==> src/design/tdf_pkg.sv <==
// Package for the trial division factorizer: widths, limits and the
// request/response structs between the controller and the serial divider.
// No dependencies.
package tdf_pkg;

	localparam int VALUE_WIDTH = 31;
	localparam int EXP_WIDTH   = 5;
	localparam int MAX_RESULTS = 9;

	localparam logic [EXP_WIDTH-1:0] EXP_MAX = {EXP_WIDTH{1'b1}};

	// divider bit counter
	localparam int DIV_CNT_W = $clog2(VALUE_WIDTH);
	localparam logic [DIV_CNT_W-1:0] DIV_CNT_LAST = DIV_CNT_W'(VALUE_WIDTH - 1);

	// results-per-run counter
	localparam int RES_CNT_W = $clog2(MAX_RESULTS + 1);
	localparam logic [RES_CNT_W-1:0] RES_CNT_LAST = RES_CNT_W'(MAX_RESULTS - 1);

	typedef logic [VALUE_WIDTH-1:0] value_t;
	typedef logic [EXP_WIDTH-1:0]   exp_t;

	typedef struct packed {
		logic   start;
		value_t dividend;
		value_t divisor;
	} div_req_t;

	typedef struct packed {
		logic   done;
		value_t quot;
		value_t rem;
	} div_rsp_t;

endpackage

==> src/design/tdf_div.sv <==
// Bit-serial restoring divider, one quotient bit per cycle.
// Depends on tdf_pkg.
module tdf_div import tdf_pkg::*; (
	input  logic     clk,
	input  logic     arst_n,
	input  div_req_t req,
	output div_rsp_t rsp
);

	logic                   busy_q;
	logic [DIV_CNT_W-1:0]   cnt_q;
	value_t                 pr_q;
	value_t                 dvd_q;
	value_t                 dsr_q;
	logic [VALUE_WIDTH:0]   trial;
	logic [VALUE_WIDTH+1:0] diff;
	logic                   fits;

	always_comb begin
		trial = {pr_q, dvd_q[VALUE_WIDTH-1]};
		diff  = {1'b0, trial} - {2'b00, dsr_q};
		fits  = ~diff[VALUE_WIDTH+1];
	end

	always_ff @(posedge clk or negedge arst_n) begin
		if (!arst_n) begin
			busy_q <= 1'b0;
			cnt_q  <= '0;
		end else if (req.start) begin
			busy_q <= 1'b1;
			cnt_q  <= '0;
		end else if (busy_q) begin
			if (cnt_q == DIV_CNT_LAST)
				busy_q <= 1'b0;
			cnt_q <= cnt_q + 1'b1;
		end
	end

	// dividend register shifts out dividend bits and shifts in quotient bits
	always_ff @(posedge clk) begin
		if (req.start) begin
			pr_q  <= '0;
			dvd_q <= req.dividend;
			dsr_q <= req.divisor;
		end else if (busy_q) begin
			pr_q  <= fits ? diff[VALUE_WIDTH-1:0] : trial[VALUE_WIDTH-1:0];
			dvd_q <= {dvd_q[VALUE_WIDTH-2:0], fits};
		end
	end

	assign rsp.done = busy_q && (cnt_q == DIV_CNT_LAST);
	assign rsp.quot = dvd_q;
	assign rsp.rem  = pr_q;

	a_no_restart: assert property (@(posedge clk) disable iff (!arst_n)
		busy_q && !rsp.done |-> !req.start)
		else $error("divider restarted mid-operation");

	a_done_ends: assert property (@(posedge clk) disable iff (!arst_n)
		rsp.done && !req.start |=> !busy_q)
		else $error("divider still busy after done");

	a_partial_below: assert property (@(posedge clk) disable iff (!arst_n)
		busy_q |-> pr_q < dsr_q)
		else $error("partial remainder not below divisor");

endmodule
==> config.mk <==
export PLATFORM = sky130hd
export DESIGN_NAME = tdf_div
export DESIGN_NICKNAME = d
export VERILOG_FILES = /design/src/design/tdf_pkg.sv /design/src/design/tdf_div.sv
export SDC_FILE = /design/constraint.sdc
export NUM_CORES = 1
export LEC_CHECK = 0
export ABC_AREA = 0
export BUFFER_PORTS_ARGS = -buffer_cell sky130_fd_sc_hd__buf_2
export CAP_MARGIN = 0
export CORE_ASPECT_RATIO = 1.5
export CORE_UTILIZATION = 40
export CTS_BUF_LIST = sky130_fd_sc_hd__clkbuf_8 sky130_fd_sc_hd__clkbuf_16
export CTS_CLUSTER_DIAMETER = 200
export CTS_CLUSTER_SIZE = 12
export DETAILED_ROUTE_END_ITERATION = 10
export PLACE_DENSITY = 0.74
export SLEW_MARGIN = 0
export SYNTH_ARGS = -nofsm -noshare
export SYNTH_HDL_FRONTEND = slang
export SYNTH_SLANG_ARGS = --single-unit
==> constraint.sdc <==
create_clock -name clk -period 4.11 [get_ports clk]
set_input_delay 1.233 -clock clk [delete_from_list [all_inputs] [get_ports clk]]
set_output_delay 1.233 -clock clk [all_outputs]
set_load 0.02 [all_outputs]
Word level (Yosys, flattened, before mapping) --
Index checks and enable logic that the tools add are counted.
Storage, ports and cells: flip-flop bits (word level) 99, bits of input ports 65, output and inout port bits 63, word-level logic and storage cells 19
Operators by class: add/subtract/negate cells 2, equal/unequal tests 1, muxes and demuxes 8, bitwise operators 1, reductions and logical operators 2
Operators by type and width (count):
- $mux 31 | 3
- $sub 32x31->33 | 1
- $mux 5 | 2
- $add 5x1->5 const B | 1
- $eq 5x5->1 const B | 1
- $mux 1 | 3
- $reduce_bool 2->1 | 1
- $logic_and 1x1->1 | 1
- $not 1->1 | 1

Longest topological paths before layout --
Gate-level depths: netlist (run 1).
word-level depth 4, depth in mapped cells 13, gate-level depth less buffers 11

Least setup slack after synthesis (run 1) --
No wires, ideal clock.
path kind register -> register, from reg dvd_q[30], to reg pr_q[29], setup time 0.088 ns, data arrival time 2.643 ns, path slack 1.379 ns, stages on the path, launching flop included 13, path buffers 1, clock period less this slack 2.731 ns, cells stage by stage edfxtp_1 -> inv_1 -> ha_1 -> fa_1 -> nand2b_1 -> a21oi_1 -> o21ai_0 -> o21ai_1 -> a21o_1 -> buf_6 -> nand2_1 -> mux2_4 -> a311oi_2
Between the ends: word-level cells in the longest chain between the ends 2
RTL lines:
- start, declared | RTL line tdf_div.sv:13 | value_t dvd_q;
- start signal, assigned | RTL line tdf_div.sv:43 | dvd_q <= req.dividend;
- start signal, assigned | RTL line tdf_div.sv:47 | dvd_q <= {dvd_q[VALUE_WIDTH-2:0], fits};
- $sub 32x31->33 | RTL line tdf_div.sv:21 | diff = {1'b0, trial} - {2'b00, dsr_q};
- $mux 31 | RTL line tdf_div.sv:46 | pr_q <= fits ? diff[VALUE_WIDTH-1:0] : trial[VALUE_WIDTH-1:0];
- end signal, assigned | RTL line tdf_div.sv:46
- end, declared | RTL line tdf_div.sv:12 | value_t pr_q;
Every way passes these cells. A chain may end at the register's enable or synchronous reset.

Final worst setup path (run 1) --
from reg dvd_q[30], to reg pr_q[0]
Between the ends: word-level cells in the longest chain between the ends 2
RTL lines (RTL line):
- $sub 32x31->33 | tdf_div.sv:21
- $mux 31 * | tdf_div.sv:46
Mark *: on every way between the ends. The rest lies on a longest branch, timed or not.

==> out/results.ini, run 1 <==
[setup_path]
cp.depth = 12
r2r-end = pr_q[0]
worstPathMaxFanout = 12
cp_cell_sequence = inv_1 -> ha_1 -> fa_1 -> nand2b_1 -> a21oi_1 -> o21ai_0 -> o21ai_1 -> a21o_1 -> buf_4 -> mux2i_1 -> nor2_1 -> a211oi_1
crit_reg_reg_startpoint = dvd_q[30]
path_buf_inv = 2
worst-endpoint-arrival_ns = 3.41
cpPeakStageDelay_ns = 0.43
critPathCapture = pr_q[0]
critical-path-slowest-cell = a21o_1
worst-endpoint-required_ns = 4.38
crit_path_end_kind = register
worstSetupStartpoint = dvd_q[30]
count_of_cells_along_the_worst_register_to_register_path = 12
r2r_slack_ns = 0.96
kind_of_cell_adding_the_most_delay_to_the_critical_path = compound AO/OA/AOI/OAI gates
path_class = reg2reg
worstSetupStartpointType = register

[die]
ioPinCount = 128
start_util_pct = 40.9
core_area_mm2 = 0.0141
floorplan.die.width_um = 99.9
floorplan.rows = 53
dieHeight_um = 149
design.die.area_mm2 = 0.0149

[route]
uppermost_layer_routed = met4
antenna_left = 0
wirelength_mm = 13.3
drt_first_iter_violations = 212
wire_length_on_met3_um = 828
drt_first_pass_iters = 4
via_per_inst = 5.23
routed-via-count = 4526
routed_wire_length_per_instance_um = 15.4
route.layer.met1.wl_mm = 5.41
met2_wirelength_from_detailed_routing_mm = 6.69
drcViolationCount = 0

[global_routing]
grt_use_total_pct = 18.4
global_route_wire_length_before_repair_mm = 21.3
remaining_global_route_overflow = 0
maximum_number_of_pins_on_one_net_before_global_route_repair = 59
antenna_violations_before_repair = 0
vias_in_the_first_global_route = 4478

[logic_synthesis]
cell_types_occupying_the_most_area_after_synthesis = edfxtp_1, dfxtp_1, ha_1
synthDominantAreaCellType = edfxtp_1
synthesis.instances = 549
synth.distinct_cells = 57
synthesis.nets = 648
post_synth_top_area_share_pct = 32.4
register_bit_count_reported_by_yosys = 99
asyncSetResetFlopFracSynth_pct = 6.06
synth_area_per_cell_um2 = 10.5
ys_dominant_reg_cell = edfxtp_1
synth.yosys.seq_area_share_pct = 45.7
syn_area_mm2 = 0.00575
synth_edf_count = 62
yosysWarningCount = 0

[place]
dp_cells = 849
placement.io_buffers = 127
post-dp-hpwl_mm = 9.96
gp_congestion = 0.920
place_area_mm2 = 0.00649

[final_layout]
n_antenna_cell = 0
syn_to_final_growth_pct = 18.1
fraction_of_final_layout_cells_sized_beyond_drive_strength_1_pct = 28.5
layout.area.seq_mm2 = 0.00263
final_common_cell = buf_2
fin_cells = 865
num-fill-cells = 1380
final_design_area_no_fill_mm2 = 0.00680
final_core_util_pct = 48.3
finish.net_count = 767
multi_input_area_mm2 = 0.00277
layout_common_cells = buf_2, edfxtp_1, inv_1, nor2_1, a21oi_1

[power]
seqPwrFrac_pct = 49.5
irDropWorstVdd_v = 0.000240
clock_power_share_pct = 37.0
pwr_per_cell_area_mw_per_mm2 = 343
power.share.switching_pct = 27.3
leakagePower_uw = 0.00295
design_power_uw = 2330
comb_power_share_pct = 13.5
internal_power_uw = 1690
netSwitchingPower_uw = 636

[clock_tree]
cts.reportedPaths.clkPinSlew_ns = 0.07
tritoncts = done
number_of_buffers_inserted_during_clock_tree_synthesis = 9
number_of_h_tree_branching_levels = 3
max-clock-path-buffers = 2
cts_post_setup_buffers_inserted = 0
cts_root_buffer = clkbuf_16
insertion_delay_ns = 0.36
cts.repair.resized = 0
tritoncts_num_sinks = 99
cts.hold.buffers_added = 0

[outcome]
outcome = complete, no violations

[sta]
fmax_mhz = 318
grt_setup_unrepaired = no
final-setup-viol-count = 0
final_max_slew_viol_count = 0
setup_tns_ns = 0
timing.slew.headroom_pct = 50.6
worst_clock_skew_ns = 0.0108
worst_slew_pin_slew_ns = 0.738
final_hold_fails = 0
post-route-min-period_ns = 3.15
period_share_pct = 76.6

[min_path]
worstHoldPathType = reg2reg

[run]
cap_viol_max_count = 0

[registers in the layout, summed over array words and instances (netlist names)]
signal and flops:
busy_q 1, cnt_q 5, dsr_q 31, dvd_q 31
pr_q 31
[layer usage]
layer	up-vias	track usage (%)
met2	138	32.4
met1	2116	20.6
met3	27	5.15
met5	-	0
met4	0	7.79
li1	2245	-
[layout make-up]
type	instances	share of cell area, %
Clock buffer	9	3.31
Clock inverter	7	1.20
Inverter	42	2.32
Multi-Input combinational cell	384	40.8
Sequential cell	99	38.7
Tap cell	192	3.54
Timing Repair Buffer	132	10.1
[kinds of logic after synthesis]
family          synth area share, %
fa+ha+maj                      7.52
buf+inv                        6.11
xor+xnor                       4.57
compound gates                 16.9
mux                            9.09
simple gates                   10.0
flops                          45.7
[metrics by stage]
step	hold slack, ns	worst slack (ns)
global placement	0.489	1.08
finish	0.521	0.962
floorplan	0.505	1.38
CTS	0.520	0.964
global route	0.539	0.634
detailed placement	0.512	0.988
[worst min-delay path by stage]
stage                  start  endpoint  slack (ns)  cells past startpoint
finish               pr_q[3]   pr_q[3]        0.52                      2
global route         pr_q[5]   pr_q[5]        0.54                      2
CTS                  pr_q[3]   pr_q[3]        0.52                      2
detailed placement   pr_q[3]   pr_q[3]        0.51                      2
global placement    pr_q[11]  pr_q[11]        0.49                      2
floorplan           cnt_q[4]  cnt_q[4]        0.50                      2
[power by group through the flow]
stage               clock network, µW  logic, µW  registers, µW
floorplan                           0        171           1210
global placement                    0        311           1170
detailed placement                  0        315           1170
CTS                               884        317           1150
global route                      916        344           1160
finish                            861        314           1150
[cells in the mapped netlist, types with 2 or more instances]
cell,count
ha_1,33
nand2b_1,6
a21o_1,6
a22oi_1,6
o21ai_0,29
edfxtp_1,62
nand4_1,7
nor2b_1,5
mux2_2,30
buf_6,4
a21boi_0,4
nor3_1,8
nor2_1,41
o21bai_1,5
clkbuf_8,6
xnor2_1,19
dfxtp_1,31
a21oi_1,39
dfrtp_1,6
a211oi_1,20
o211ai_1,9
and3_1,4
buf_2,5
and2b_1,2
clkbuf_1,7
a21o_2,3
xor2_1,11
mux2i_1,17
inv_1,41
nand2_1,37
a31oi_1,8
o21ai_1,5
nand3_1,9
[tightest hold or removal path, stage by stage, from the launching register on]
cell	delay, ns
dfxtp_1	0.34
nor2_1	0.09
a211oi_1	0.05
Note: power is estimated with default switching activity, not from simulation.
==> run 2, diff against run 1 <==
--- a/config.mk
+++ b/config.mk
@@ -5,7 +5,7 @@
 export SDC_FILE = /design/constraint.sdc
 export NUM_CORES = 1
 export LEC_CHECK = 0
-export ABC_AREA = 0
+export ABC_AREA = 1
 export BUFFER_PORTS_ARGS = -buffer_cell sky130_fd_sc_hd__buf_2
 export CAP_MARGIN = 0
 export CORE_ASPECT_RATIO = 1.5
@@ -14,7 +14,7 @@
 export CTS_CLUSTER_DIAMETER = 200
 export CTS_CLUSTER_SIZE = 12
 export DETAILED_ROUTE_END_ITERATION = 10
-export PLACE_DENSITY = 0.74
+export PLACE_DENSITY = 0.75
 export SLEW_MARGIN = 0
 export SYNTH_ARGS = -nofsm -noshare
 export SYNTH_HDL_FRONTEND = slang
==> constraint.sdc (replaced) <==
create_clock -name clk -period 2.8 [get_ports clk]
set_input_delay 0.84 -clock clk [delete_from_list [all_inputs] [get_ports clk]]
set_output_delay 0.84 -clock clk [all_outputs]
set_load 0.02 [all_outputs]
==> out/results.ini, run 2 <==
[outcome]
outcome = complete, no violations  ; unchanged

[global_routing]
global_route_wire_length_before_repair_mm = 29.1  ; was 21.3 mm
maximum_number_of_pins_on_one_net_before_global_route_repair = 52  ; was 59
vias_in_the_first_global_route = 6154  ; was 4,478
antenna_violations_before_repair = 0  ; unchanged
grt_use_total_pct = 22.0  ; was 18.4%
remaining_global_route_overflow = 0  ; unchanged

[sta]
postLayoutSetupSlackWorst_ns = 0.369  ; was 0.962 ns
timing.slew.headroom_pct = 60.5  ; was 50.6%
worst_clock_skew_ns = 0.00763  ; was 0.0108 ns
final_hold_fails = 0  ; unchanged
final-setup-viol-count = 0  ; unchanged
final_hold_slack_ns = 0.284  ; was 0.521 ns
grt_setup_unrepaired = no  ; unchanged
fmax_mhz = 411  ; was 318 MHz
final_max_slew_viol_count = 0  ; unchanged
setup_tns_ns = 0  ; unchanged
period_share_pct = 86.8  ; was 76.6%
worst_slew_pin_slew_ns = 0.593  ; was 0.738 ns
post-route-min-period_ns = 2.43  ; was 3.15 ns

[clock_tree]
cts_root_buffer = clkbuf_16  ; unchanged
tritoncts = done  ; unchanged
tritoncts_num_sinks = 99  ; unchanged
cts.hold.buffers_added = 0  ; unchanged
insertion_delay_ns = 0.36  ; about the same
cts_post_setup_buffers_inserted = 0  ; unchanged
max-clock-path-buffers = 2  ; unchanged
number_of_buffers_inserted_during_clock_tree_synthesis = 9  ; unchanged
number_of_h_tree_branching_levels = 3  ; unchanged
cts.repair.resized = 0  ; unchanged
cts.reportedPaths.clkPinSlew_ns = 0.08  ; was 0.07 ns

[final_layout]
final_common_cell = nand2_1  ; was buf_2
fraction_of_final_layout_cells_sized_beyond_drive_strength_1_pct = 16.1  ; was 28.5%
layout_common_cells = nand2_1, inv_1, buf_2, nand3_1, edfxtp_1  ; was buf_2, edfxtp_1, inv_1, nor2_1, a21oi_1
n_antenna_cell = 0  ; unchanged
largest_registers = dsr_q: 31 flops, dvd_q: 31 flops, pr_q: 31 flops  ; unchanged
syn_to_final_growth_pct = 17.4  ; was 18.1%
finish.net_count = 1192  ; was 767

[logic_synthesis]
register_bit_count_reported_by_yosys = 99  ; unchanged
synth.yosys.seq_area_share_pct = 39.6  ; was 45.7%
ys_dominant_reg_cell = edfxtp_1  ; unchanged
post_synth_top_area_share_pct = 28.0  ; was 32.4%
asyncSetResetFlopFracSynth_pct = 6.06  ; unchanged
synthTopCellsByCount = nand2_1, inv_1, nand3_1, edfxtp_1, nor2_1  ; was edfxtp_1, inv_1, nor2_1, a21oi_1, nand2_1
synthesis.nets = 1065  ; was 648
synth.most_common_cell = nand2_1  ; was edfxtp_1
synthesis.instances = 966  ; was 549
synthDominantAreaCellType = edfxtp_1  ; unchanged
synth_area_per_cell_um2 = 6.89  ; was 10.5 µm²
cell_types_occupying_the_most_area_after_synthesis = edfxtp_1, nand2_1, inv_1  ; was edfxtp_1, dfxtp_1, ha_1
yosysWarningCount = 0  ; unchanged
synth_edf_count = 62  ; unchanged
syn_area_mm2 = 0.00665  ; was 0.00575 mm²
synth.distinct_cells = 35  ; was 57

[die]
design.die.area_mm2 = 0.0172  ; was 0.0149 mm²
start_util_pct = 40.9  ; about the same
floorplan.rows = 57  ; was 53
ioPinCount = 128  ; unchanged
floorplan.die.width_um = 107  ; was 99.9 µm
core_area_mm2 = 0.0163  ; was 0.0141 mm²
dieHeight_um = 160  ; was 149 µm

[setup_path]
crit_path_end_kind = register  ; unchanged
worstSetupStartpointType = register  ; unchanged
cp_cell_sequence = inv_1 -> ha_1 -> fa_1 -> inv_1 -> nand2_1 -> nand2_1 -> nand3b_1 -> nand2_1 -> nand2_1 -> nand2_2 -> nand2_4 -> nand2_4 -> nand2_1 -> nand3_1 -> o21ai_1  ; was inv_1 -> ha_1 -> fa_1 -> nand2b_1 -> a21oi_1 -> o21ai_0 -> o21ai_1 -> a21o_1 -> buf_4 -> mux2i_1 -> nor2_1 -> a211oi_1
worst-endpoint-arrival_ns = 2.66  ; was 3.41 ns
critical-path-slowest-cell = fa_1  ; was a21o_1
worstPathMaxFanout = 31  ; was 12
worst-endpoint-required_ns = 3.03  ; was 4.38 ns
path_class = reg2reg  ; unchanged
most_repeated_library_cell_on_the_critical_path = nand2_1
cpPeakStageDelay_ns = 0.41  ; was 0.43 ns
path_buf_inv = 2  ; unchanged
kind_of_cell_adding_the_most_delay_to_the_critical_path = simple AND/OR/NAND/NOR gates  ; was compound AO/OA/AOI/OAI gates

[place]
post-dp-hpwl_mm = 14.0  ; was 9.96 mm
gp_congestion = 0.931  ; was 0.920
preCtsSetupSlack_ns = 0.415  ; was 0.988 ns
placement.io_buffers = 127  ; unchanged

[power]
pwr_per_cell_area_mw_per_mm2 = 842  ; was 343 mW/mm²
irDropWorstVdd_v = 0.000389  ; was 0.000240 V
leakagePower_uw = 0.00440  ; was 0.00295 µW

[route]
drt_first_iter_violations = 266  ; was 212
wirelength_mm = 18.0  ; was 13.3 mm
drt_first_pass_iters = 5  ; was 4
via_per_inst = 4.75  ; was 5.23
drcViolationCount = 0  ; unchanged
routed_wire_length_per_instance_um = 13.8  ; was 15.4 µm
antenna_left = 0  ; unchanged
routed-via-count = 6190  ; was 4,526

[min_path]
worstHoldPathType = in2async  ; was reg2reg

[run]
cap_viol_max_count = 0  ; unchanged

## run 2: metrics by stage
step / util [%] / instances / cell area (µm²) / power [µW]
floorplan: - / 966 / 6650 / 4430
global placement: 46.1 / 1288 / 7500 / 5240
detailed placement: 46.1 / 1288 / 7500 / 5270
CTS: 48.0 / 1304 / 7810 / 6620
global route: 48.0 / 1304 / 7810 / 7100
finish: 48.0 / 1304 / 7810 / 6580
## run 2: report_power, final
group          internal [µW]  switching (µW)
sequential              1810             186
combinational           1140            2130
clock                    710             609
## run 2: logic make-up (layout without fill, tap and decap cells)
| group | after synthesis | in the layout | share of synthesized area, % |
|---|---|---|---|
| compound gates | 40 | 40 | 3.25 |
| xor+xnor | 12 | 12 | 1.58 |
| fa+ha+maj | 34 | 34 | 6.51 |
| buf+inv | 216 | 348 | 12.9 |
| flops | 99 | 99 | 39.6 |
| simple gates | 565 | 565 | 36.2 |
## run 2: metal layers
| layer | wire (µm) | vias to the layer above | track usage [%] | part of all wire, % |
|---|---|---|---|---|
| met4 | 703 | 0 | 12.3 | 3.9 |
| met5 | 0 | - | 0 | 0 |
| met2 | 9420 | 173 | 40.3 | 52 |
| met3 | 846 | 43 | 4.00 | 4.7 |
| met1 | 7000 | 2759 | 23.2 | 39 |
| li1 | - | 3215 | - | - |
## run 2: worst paths after layout
path | to | from | cells past startpoint | slack (ns)
worst max-delay path | pr_q[6] | dvd_q[30] | 15 | 0.37
worst min-delay path | cnt_q[0] | arst_n | 1 | 0.28
worst max register to register | pr_q[6] | dvd_q[30] | 15 | 0.37
worst min register to register | cnt_q[4] | cnt_q[4] | 1 | 0.48
max in group asynchronous | cnt_q[2] | arst_n | 1 | 2.37
min in group clk | cnt_q[4] | cnt_q[4] | 1 | 0.48
## run 2: area by class of cell
| type | count | area, µm² |
|---|---|---|
| Fill cell | 1672 | 8450 |
| Multi-Input combinational cell | 651 | 3170 |
| Sequential cell | 99 | 2630 |
| Inverter | 195 | 732 |
| Timing Repair Buffer | 137 | 711 |
| Tap cell | 206 | 258 |
| Clock buffer | 9 | 225 |
| Clock inverter | 7 | 87.6 |
==> run 3, diff against run 2 <==
--- a/config.mk
+++ b/config.mk
@@ -6,7 +6,7 @@
 export NUM_CORES = 1
 export LEC_CHECK = 0
 export ABC_AREA = 1
-export BUFFER_PORTS_ARGS = -buffer_cell sky130_fd_sc_hd__buf_2
+export BUFFER_PORTS_ARGS = -buffer_cell sky130_fd_sc_hd__clkbuf_2
 export CAP_MARGIN = 0
 export CORE_ASPECT_RATIO = 1.5
 export CORE_UTILIZATION = 40
==> out/results.ini, run 3 (synthesis results as in run 2) <==
[place]
post-dp-hpwl_mm = 14.2  ; was 14.0 mm
placement.io_buffers = 127  ; unchanged
preCtsSetupSlack_ns = 0.255  ; was 0.415 ns
gp_congestion = 0.937  ; was 0.931

[final_layout]
largest_registers = dsr_q: 31 flops, dvd_q: 31 flops, pr_q: 31 flops  ; unchanged
num-fill-cells = 1687  ; was 1,672
layout.area.seq_mm2 = 0.00263  ; unchanged
finish.net_count = 1192  ; unchanged
syn_to_final_growth_pct = 17.8  ; was 17.4%
layout_common_cells = nand2_1, inv_1, clkbuf_2, nand3_1, edfxtp_1  ; was nand2_1, inv_1, buf_2, nand3_1, edfxtp_1
n_antenna_cell = 0  ; unchanged
fraction_of_final_layout_cells_sized_beyond_drive_strength_1_pct = 16.1  ; unchanged
multi_input_area_mm2 = 0.00318  ; was 0.00317 mm²
final_common_cell = nand2_1  ; unchanged

[clock_tree]
cts_post_setup_buffers_inserted = 0  ; unchanged
tritoncts_num_sinks = 99  ; unchanged
cts.reportedPaths.clkPinSlew_ns = 0.08  ; about the same
max-clock-path-buffers = 2  ; unchanged
number_of_h_tree_branching_levels = 3  ; unchanged
cts.hold.buffers_added = 0  ; unchanged
tritoncts = done  ; unchanged
insertion_delay_ns = 0.36  ; about the same
cts_root_buffer = clkbuf_16  ; unchanged
cts.repair.resized = 0  ; unchanged
number_of_buffers_inserted_during_clock_tree_synthesis = 9  ; unchanged

[outcome]
outcome = complete, no violations  ; unchanged

[power]
seqPwrFrac_pct = 30.1  ; was 30.3%
comb_power_share_pct = 49.5  ; was 49.6%
internal_power_uw = 3660  ; was 3650 µW
power.share.switching_pct = 44.8  ; was 44.4%
netSwitchingPower_uw = 2980  ; was 2920 µW
leakagePower_uw = 0.00441  ; was 0.00440 µW
irDropWorstVdd_v = 0.000474  ; was 0.000389 V
pwr_per_cell_area_mw_per_mm2 = 847  ; was 842 mW/mm²
clock_power_share_pct = 20.4  ; was 20.1%

[sta]
setup_tns_ns = 0  ; unchanged
post-route-min-period_ns = 2.46  ; was 2.43 ns
final_max_slew_viol_count = 0  ; unchanged
worst_slew_pin_slew_ns = 0.593  ; about the same
grt_setup_unrepaired = no  ; unchanged
final_hold_fails = 0  ; unchanged
final-setup-viol-count = 0  ; unchanged
timing.slew.headroom_pct = 60.5  ; about the same
fmax_mhz = 406  ; was 411 MHz
postLayoutSetupSlackWorst_ns = 0.338  ; was 0.369 ns
period_share_pct = 87.9  ; was 86.8%
worst_clock_skew_ns = 0.0142  ; was 0.00763 ns

[die]
design.die.area_mm2 = 0.0172  ; unchanged
start_util_pct = 40.9  ; unchanged
ioPinCount = 128  ; unchanged
dieHeight_um = 160  ; unchanged
floorplan.die.width_um = 107  ; unchanged
core_area_mm2 = 0.0163  ; unchanged
floorplan.rows = 57  ; unchanged

[setup_path]
worstSetupStartpointType = register  ; unchanged
worst-endpoint-arrival_ns = 2.73  ; was 2.66 ns
count_of_cells_along_the_worst_register_to_register_path = 13  ; was 15
path_class = reg2reg  ; unchanged
r2r_slack_ns = 0.34  ; was 0.37 ns
crit_path_end_kind = register  ; unchanged
worst-endpoint-required_ns = 3.07  ; was 3.03 ns
worstPathMaxFanout = 14  ; was 31
crit_reg_reg_startpoint = dsr_q[27]  ; was dvd_q[30]
r2r-end = pr_q[30]  ; was pr_q[6]

[min_path]
worstHoldPathType = in2async  ; unchanged

[global_routing]
antenna_violations_before_repair = 0  ; unchanged
remaining_global_route_overflow = 0  ; unchanged
vias_in_the_first_global_route = 6185  ; was 6,154
grt_use_total_pct = 22.1  ; was 22.0%
global_route_wire_length_before_repair_mm = 29.3  ; was 29.1 mm
maximum_number_of_pins_on_one_net_before_global_route_repair = 50  ; was 52

[route]
drt_first_pass_iters = 5  ; unchanged
via_per_inst = 4.72  ; was 4.75
antenna_left = 0  ; unchanged
routed-via-count = 6159  ; was 6,190
routed_wire_length_per_instance_um = 14.0  ; was 13.8 µm
drt_first_iter_violations = 316  ; was 266
wirelength_mm = 18.2  ; was 18.0 mm
drcViolationCount = 0  ; unchanged

[run]
cap_viol_max_count = 0  ; unchanged

-- run 3: cell type report --
class,count,share of cell area [%]
clock buffer,9,2.87
clock inverter,7,1.18
tap,206,3.29
sequential,99,33.6
multi-input combinational,651,40.5
timing repair buffer,137,9.23
inverter,195,9.34
-- run 3: critical path: stages, from the launching register on --
cell	delay, ns
edfxtp_1	0.37
inv_1	0.08
ha_1	0.28
a21oi_1	0.26
nand2_1	0.10
nand2_1	0.06
nand2_1	0.13
a21oi_4	0.40
buf_4	0.31
nand3b_1	0.15
nand2_1	0.08
inv_1	0.04
nand2_1	0.06
nand2_1	0.04
-- run 3: worst max-delay path by stage --
stage               startpoint  endpoint  slack (ns)  cells after the start
global route         dsr_q[27]  pr_q[28]        0.08                     13
detailed placement   dvd_q[30]   pr_q[6]        0.26                     15
CTS                  dvd_q[30]   pr_q[8]        0.23                     15
floorplan              req[62]  dvd_q[0]        0.51                      4
finish               dsr_q[27]  pr_q[30]        0.34                     13
global placement     dvd_q[30]  pr_q[15]        0.38                     15
-- run 3: per-stage QoR --
step | power (µW) | instances | instance area, µm² | hold slack [ns] | utilization [%]
after detailed placement | 5300 | 1288 | 7510 | 0.457 | 46.2
final | 6640 | 1304 | 7840 | 0.299 | 48.2
after global placement | 5260 | 1288 | 7510 | 0.456 | 46.2
after CTS | 6660 | 1304 | 7830 | 0.296 | 48.2
after global routing | 7130 | 1304 | 7840 | 0.298 | 48.2
after floorplan | 4430 | 966 | 6650 | 0.433 | -
-- run 3: per-layer routing --
metal,global-route usage (%),vias to the layer above,part of all wire (%)
met5,0,-,0
met4,12.2,0,4.9
met3,3.63,49,5.4
met2,40.8,189,53
met1,23.3,2707,37
li1,-,3214,-
-- run 3: power by group through the flow --
| stage | clock network (µW) | registers [µW] | logic [µW] |
|---|---|---|---|
| 2_1_floorplan | 0 | 2230 | 2200 |
| 3_3_place_gp | 0 | 2030 | 3230 |
| 3_5_place_dp | 0 | 2030 | 3260 |
| 4_1_cts | 1370 | 2010 | 3280 |
| 5_1_grt | 1410 | 2030 | 3680 |
| 6_report | 1350 | 2000 | 3290 |
